File: src/design/u8san_pkg.sv
// Shared types and constants for the UTF-8 sanitizer.
package u8san_pkg;

	localparam int unsigned QDepth = 4;
	localparam int unsigned QAw = $clog2(QDepth);
	localparam int unsigned MaxOut = 4;
	localparam int unsigned HeldDepth = 3;

	localparam logic [7:0] RejectByte = 8'h3F;

	// One accepted byte's worth of results.
	typedef struct packed {
		logic [MaxOut-1:0][7:0] bytes;
		logic [2:0]             cnt;
		logic                   fin;
	} grp_t;

	typedef struct packed {
		logic push;
		grp_t grp;
	} push_t;

	typedef struct packed {
		logic valid;
		grp_t grp;
	} head_t;

endpackage

File: src/design/u8san_front.sv
// Front end: decodes each byte against the held sequence and builds its result group.
module u8san_front
	import u8san_pkg::*;
(
	input  logic        clk,
	input  logic        arst_n,
	input  logic        accept,
	input  logic [7:0]  in_byte,
	input  logic        string_end,
	output push_t       push
);

	logic [HeldDepth-1:0][7:0] held_q;
	logic [1:0]                hcnt_q;
	logic [2:0]                elen_q;

	logic [HeldDepth-1:0][7:0] held_n;
	logic [1:0]                hcnt_n;
	logic [2:0]                elen_n;
	grp_t                      grp;
	logic [2:0]                n;
	logic [2:0]                flen;
	logic                      is_cont;

	always_comb begin
		if (!in_byte[7])
			flen = 3'd1;
		else if (in_byte[7:5] == 3'b110)
			flen = 3'd2;
		else if (in_byte[7:4] == 4'b1110)
			flen = 3'd3;
		else if (in_byte[7:3] == 5'b11110)
			flen = 3'd4;
		else
			flen = 3'd0;
	end

	assign is_cont = (in_byte[7:6] == 2'b10);

	always_comb begin
		held_n = held_q;
		hcnt_n = hcnt_q;
		elen_n = elen_q;
		grp = '0;
		n = 3'd0;
		if (hcnt_q != 2'd0 && is_cont) begin
			if (({1'b0, hcnt_q} + 3'd1) >= elen_q) begin
				for (int j = 0; j < HeldDepth; j++) begin
					if (j < int'(hcnt_q)) begin
						grp.bytes[n[1:0]] = held_q[2'(j)];
						n = n + 3'd1;
					end
				end
				grp.bytes[n[1:0]] = in_byte;
				n = n + 3'd1;
				hcnt_n = 2'd0;
				elen_n = 3'd0;
			end else begin
				if (hcnt_q < 2'(HeldDepth))
					held_n[hcnt_q] = in_byte;
				hcnt_n = hcnt_q + 2'd1;
			end
		end else begin
			for (int j = 0; j < HeldDepth; j++) begin
				if (j < int'(hcnt_q)) begin
					grp.bytes[n[1:0]] = RejectByte;
					n = n + 3'd1;
				end
			end
			hcnt_n = 2'd0;
			elen_n = 3'd0;
			case (flen)
				3'd1: begin
					grp.bytes[n[1:0]] = in_byte;
					n = n + 3'd1;
				end
				3'd0: begin
					grp.bytes[n[1:0]] = RejectByte;
					n = n + 3'd1;
				end
				default: begin
					held_n[0] = in_byte;
					hcnt_n = 2'd1;
					elen_n = flen;
				end
			endcase
		end
		if (string_end) begin
			for (int j = 0; j < HeldDepth; j++) begin
				if (j < int'(hcnt_n) && n < 3'(MaxOut)) begin
					grp.bytes[n[1:0]] = RejectByte;
					n = n + 3'd1;
				end
			end
			hcnt_n = 2'd0;
			elen_n = 3'd0;
		end
		grp.cnt = n;
		grp.fin = string_end;
	end

	assign push.push = accept && (n != 3'd0);
	assign push.grp  = grp;

	always_ff @(posedge clk or negedge arst_n) begin
		if (!arst_n) begin
			hcnt_q <= 2'd0;
			elen_q <= 3'd0;
		end else if (accept) begin
			hcnt_q <= hcnt_n;
			elen_q <= elen_n;
		end
	end

	always_ff @(posedge clk) begin
		if (accept)
			held_q <= held_n;
	end

endmodule

File: src/design/u8san_queue.sv
// Short group queue between front and back end.
module u8san_queue
	import u8san_pkg::*;
(
	input  logic        clk,
	input  logic        arst_n,
	input  push_t       push,
	input  logic        pop,
	output head_t       head,
	output logic        full,
	output logic [QAw:0] level
);

	grp_t           mem_q [QDepth];
	logic [QAw-1:0] wr_q;
	logic [QAw-1:0] rd_q;
	logic [QAw:0]   cnt_q;
	logic           do_pop;

	assign do_pop = pop && (cnt_q != '0);
	assign full   = (cnt_q == (QAw+1)'(QDepth));
	assign level  = cnt_q;

	assign head.valid = (cnt_q != '0);
	assign head.grp   = mem_q[rd_q];

	always_ff @(posedge clk or negedge arst_n) begin
		if (!arst_n) begin
			wr_q  <= '0;
			rd_q  <= '0;
			cnt_q <= '0;
		end else begin
			if (push.push)
				wr_q <= wr_q + QAw'(1);
			if (do_pop)
				rd_q <= rd_q + QAw'(1);
			case ({push.push, do_pop})
				2'b10:   cnt_q <= cnt_q + (QAw+1)'(1);
				2'b01:   cnt_q <= cnt_q - (QAw+1)'(1);
				default: cnt_q <= cnt_q;
			endcase
		end
	end

	always_ff @(posedge clk) begin
		if (push.push)
			mem_q[wr_q] <= push.grp;
	end

endmodule

File: src/design/u8san_back.sv
// Back end: serializes each group into output beats through an output register.
module u8san_back
	import u8san_pkg::*;
(
	input  logic       clk,
	input  logic       arst_n,
	input  head_t      head,
	output logic       pop,
	output logic       m_tvalid,
	input  logic       m_tready,
	output logic [7:0] m_tdata,
	output logic       m_tlast,
	output logic       m_tuser
);

	logic [1:0] idx_q;
	logic       load;
	logic       last;

	assign load = head.valid && (!m_tvalid || m_tready);
	assign last = ({1'b0, idx_q} + 3'd1) == head.grp.cnt;
	assign pop  = load && last;

	always_ff @(posedge clk or negedge arst_n) begin
		if (!arst_n) begin
			idx_q    <= 2'd0;
			m_tvalid <= 1'b0;
		end else begin
			if (load)
				idx_q <= last ? 2'd0 : idx_q + 2'd1;
			if (load)
				m_tvalid <= 1'b1;
			else if (m_tready)
				m_tvalid <= 1'b0;
		end
	end

	always_ff @(posedge clk) begin
		if (load) begin
			m_tdata <= head.grp.bytes[idx_q];
			m_tuser <= last;
			m_tlast <= last && head.grp.fin;
		end
	end

endmodule

File: src/design/utf8_sanitizer.sv
// Top level of the UTF-8 sanitizer.
// Path: result groups pass from the front end through the queue to the back end's output register.
// Throughput: one input byte per cycle while the queue is not full; the back end sends one beat
// per cycle while m_tready allows, and a group stays at the queue head until its last beat loads;
// a four-group queue absorbs this and s_tready drops only while the queue is full.
// Reset: arst_n clears held count, form length, queue pointers, beat index and output valid.
module utf8_sanitizer
	import u8san_pkg::*;
(
	input  logic       clk,
	input  logic       arst_n,
	input  logic       s_tvalid,
	output logic       s_tready,
	input  logic [7:0] s_tdata,  // [7:0] in_byte
	input  logic       s_tlast,  // string_end
	output logic       m_tvalid,
	input  logic       m_tready,
	output logic [7:0] m_tdata,  // [7:0] out_byte
	output logic       m_tlast,  // output_end
	output logic       m_tuser   // [0] run_last
);

	push_t        push;
	head_t        head;
	logic         pop;
	logic         full;
	logic [QAw:0] level;
	logic         accept;

	assign s_tready = !full;
	assign accept   = s_tvalid && s_tready;

	u8san_front u_front (
		.clk        (clk),
		.arst_n     (arst_n),
		.accept     (accept),
		.in_byte    (s_tdata),
		.string_end (s_tlast),
		.push       (push)
	);

	u8san_queue u_queue (
		.clk    (clk),
		.arst_n (arst_n),
		.push   (push),
		.pop    (pop),
		.head   (head),
		.full   (full),
		.level  (level)
	);

	u8san_back u_back (
		.clk      (clk),
		.arst_n   (arst_n),
		.head     (head),
		.pop      (pop),
		.m_tvalid (m_tvalid),
		.m_tready (m_tready),
		.m_tdata  (m_tdata),
		.m_tlast  (m_tlast),
		.m_tuser  (m_tuser)
	);

	a_end_pushes: assert property (@(posedge clk) disable iff (!arst_n)
		accept && s_tlast |-> push.push)
		else $error("string end produced no results");

	a_end_is_run_last: assert property (@(posedge clk) disable iff (!arst_n)
		m_tvalid && m_tlast |-> m_tuser)
		else $error("output end beat not marked as run last");

	a_level_bound: assert property (@(posedge clk) disable iff (!arst_n)
		level <= (QAw+1)'(QDepth))
		else $error("queue level out of range");

	a_group_count: assert property (@(posedge clk) disable iff (!arst_n)
		head.valid |-> (head.grp.cnt != 3'd0 && head.grp.cnt <= 3'(MaxOut)))
		else $error("queued group with bad count");

endmodule
File: config.mk
export PLATFORM = sky130hd
export DESIGN_NAME = utf8_sanitizer
export DESIGN_NICKNAME = d
export VERILOG_FILES = /design/src/design/u8san_pkg.sv /design/src/design/u8san_front.sv /design/src/design/u8san_queue.sv /design/src/design/u8san_back.sv /design/src/design/utf8_sanitizer.sv
export SDC_FILE = /design/constraint.sdc
export NUM_CORES = 1
export LEC_CHECK = 0
export ABC_AREA = 0
export BUFFER_PORTS_ARGS = -buffer_cell sky130_fd_sc_hd__buf_2
export CAP_MARGIN = 30
export CORE_AREA = 2 2 133 122
export DETAILED_ROUTE_END_ITERATION = 8
export DIE_AREA = 0 0 135 124
export GPL_TIMING_DRIVEN = 0
export HOLD_SLACK_MARGIN = 0.12
export PLACE_DENSITY = 0.82
export SETUP_SLACK_MARGIN = 0.4
export SKIP_CTS_REPAIR_TIMING = 1
export SLEW_MARGIN = 20
export SYNTH_ARGS = -nofsm -noshare
export SYNTH_HDL_FRONTEND = slang
export SYNTH_HIERARCHICAL = 1
export SYNTH_SLANG_ARGS = --single-unit
File: constraint.sdc
create_clock -name clk -period 3.71 [get_ports clk]
set_clock_uncertainty 0.05 [all_clocks]
set_input_delay 0.1855 -clock clk [delete_from_list [all_inputs] [get_ports clk]]
set_output_delay 0.1855 -clock clk [all_outputs]
set_load 0.05 [all_outputs]
==> results.cfg <==
[placement]
dp_hpwl_um = 11600
place_congestion = 0.896
dp.cells = 780
io_buffers = 24

[logic_synthesis]
yosysSeqAreaShare = 0.647
syn_area_per_cell_um2 = 15.3
synthTopCellsByCount = edfxtp_1 (170), nand2_1 (54), mux4_2 (36), a21oi_1 (34), o21ai_0 (31)
synth_edf_count = 170
async_reset_ff_frac = 0.0811
synth_area_um2 = 8480
yosysMostFrequentCell = edfxtp_1
yosys_register_bits = 185
yosysTopAreaCell = edfxtp_1
synth_top_area_frac = 0.602
syn_nets = 588
synth_ff_type = edfxtp_1
yosys_warnings = 6
ys_types = 59
syn_inst = 554
yosys-top-cells-area = edfxtp_1 (60%), mux4_2 (9.6%), dfrtp_1 (4.4%)

[clock_tree]
cts_sinks = 185
clk_path_buf_depth = 2
cts_tree = yes
numCtsBuffers = 17
root_buffer = clkbuf_16
path_clk_slew_ns = 0.07
cts_max_level = 4
clk_latency_ns = 0.44

[floorplanning]
core_um2 = 15300
die_y_um = 124
start_util = 0.555
die_w_um = 135
io_pins = 25
num_rows = 43
die-area_um2 = 16700

[power_and_ir_drop]
power_density_nw_per_um2 = 718
peakVddDrop_v = 0.000416
leakagePower_uw = 0.00380

[critical_path]
r2r_setup_slack_ns = -0.06
timing.critical_path.mode_cell = ha_4
start_kind = flop
slowest_delay_ns = 0.47
worstSetupEndpointType = flop
r2r-end = u_queue/level[2]
path_cells = buf_12 -> ha_4 -> ha_4 -> a21oi_4 -> o21ai_4 -> nor2_4 -> nor3_2 -> a21oi_2 -> inv_2 -> ha_4 -> a211o_1 -> a31oi_4 -> a21oi_4 -> inv_2 -> ha_4 -> inv_2 -> fa_2 -> xor2_1 -> nor2_1 -> xor2_1
critPathTopFamily = adder cells
r2r_start = u_front/hcnt_q[0]
cp.buffers_inverters = 4
crit_type = flop to flop
crit_fanout = 7
crit_slowest_cell = dfrtp_2
critPathRequiredTime_ns = 4.02
worstRegToRegCells = 20
cp.arrival_ns = 4.08

[timing]
relSlewSlack = 0.455
setup_violations = 1
hold_ws_ns = 0.0957
period_needed_ns = 3.77
setup_tns_ns = -0.0566
finalHoldViolations = 0
fin_crit_sh = 1.02
rsz0062_at_grt = yes
maxClockFrequency_mhz = 265
slew_violations = 0
setup_ws_ns = -0.0566
tightest_slew_ns = 0.812

[drt]
viasPerCell = 6.41
totalWireLength_um = 21400
drtIter0Drc = 794
drc_errors = 0
post_drt_wl_per_cell_um = 24.8
ant_nets = 0
vias = 5520
dr.pass1.iters = 8

[status]
outcome = complete, but fails checks
violations = negative setup slack

[global_routing]
grt_max_degree = 37
grt_pass1_vias = 4975
grt_use_total = 0.235
grt_pass1_wl_um = 28300
antenna_found_initial = 0
grt-ovfl-total = 0

[cells_and_area]
regArea_um2 = 5480
drive_gt1_frac = 0.320
fillers = 961
fin_cells = 861
diodes = 0
area_growth_pct = 22.5
multi_input_area_um2 = 3070
nNetsFinal = 680

[hold_path]
holdPathStages = 4
min_from = s_tvalid
hp-class = input pin to flop
whs_endpoint = u_front/hcnt_q[0]

[job]
maxCapViolCount = 0
[worst reg2reg max path, stage by stage (launching register included)]
cell,delay [ns]
dfrtp_2,0.47
buf_12,0.16
ha_4,0.17
ha_4,0.23
a21oi_4,0.14
o21ai_4,0.10
nor2_4,0.18
nor3_2,0.07
a21oi_2,0.21
inv_2,0.08
ha_4,0.18
a211o_1,0.33
a31oi_4,0.19
a21oi_4,0.10
inv_2,0.10
ha_4,0.14
inv_2,0.04
fa_2,0.35
xor2_1,0.15
nor2_1,0.11
xor2_1,0.15
[registers in the layout, indices dropped and copies added (netlist names)]
signal and cells:
u_front/hcnt_q 2, u_queue/level 3, u_front/held_q 16, u_queue/mem_q 144
u_queue/rd_q 2, u_back/m_tlast 1, u_back/m_tuser 1, u_front/elen_q 3
u_back/m_tvalid 1, u_queue/wr_q 2, u_back/idx_q 2, u_back/m_tdata 8
[final cells by class]
cell class,instances,area share
flip-flops and latches,185,0.528
multi-input cells,317,0.295
repair buffers,71,0.0618
clock buffers,20,0.0440
well taps,202,0.0243
plain buffers,30,0.0192
clock inverters,12,0.0181
inverters,24,0.00916
[layout by cell type (no fill, tap or decap), types with 5 or more instances in the layout]
master / Yosys / final
o21ai_4: 0 / 7
and3_1: 7 / 7
edfxtp_1: 170 / 170
o21ai_0: 31 / 24
buf_6: 4 / 5
buf_2: 10 / 34
ha_4: 0 / 6
mux4_1: 8 / 8
nand2_1: 54 / 52
dfrtp_1: 15 / 13
inv_1: 23 / 18
buf_12: 2 / 7
mux4_2: 36 / 36
and2_1: 10 / 6
clkbuf_1: 11 / 12
nand3_1: 13 / 7
nand3_4: 0 / 6
ha_1: 20 / 14
clkbuf_16: 0 / 21
nand2b_1: 7 / 5
buf_4: 3 / 29
o22ai_1: 6 / 6
nor2_1: 22 / 21
xor2_1: 7 / 7
a21oi_1: 34 / 30
dlygate4sd3_1: 0 / 10
[worst max-delay path by stage]
stage | startpoint | endpoint | depth (start not counted)
3_5_place_dp | u_front/hcnt_q[0] | u_queue/mem_q[3][10] | 14
5_1_grt | u_front/hcnt_q[0] | u_queue/level[2] | 20
2_1_floorplan | u_front/hcnt_q[0] | u_queue/level[2] | 20
3_3_place_gp | u_front/hcnt_q[0] | u_queue/mem_q[0][10] | 14
4_1_cts | u_front/hcnt_q[0] | u_queue/mem_q[0][31] | 14
6_report | u_front/hcnt_q[0] | u_queue/level[2] | 20
[per-layer routing]
metal | global-route usage | part of all wire
met1 | 0.315 | 0.36
met2 | 0.380 | 0.50
met3 | 0.0513 | 0.10
met4 | 0.0983 | 0.032
met5 | 0 | 0
[metrics by stage]
stage	utilization	worst slack [ns]	cell area, µm²	power, µW
after floorplan	-	0.252	8570	4570
after global placement	0.585	-0.137	8950	5030
after detailed placement	0.585	-0.219	8950	5110
after CTS	0.628	-0.260	9590	7090
after global routing	0.680	-0.174	10400	7720
final	0.680	-0.0566	10400	7460
[cells by family after synthesis]
group           count (synthesis)  synth area share
buf+inv                        54            0.0341
compound gates                 99            0.0710
xor+xnor                       10            0.0112
simple gates                  137            0.0800
fa+ha+maj                      21            0.0319
mux                            48             0.125
flops                         185             0.647
[where the power goes]
part | leakage [µW] | switching, µW | internal [µW]
clock network | 0.000314 | 799 | 1180
registers | 0.00177 | 147 | 2780
logic | 0.00172 | 1440 | 1120
Power figures use the tool's default switching activity.
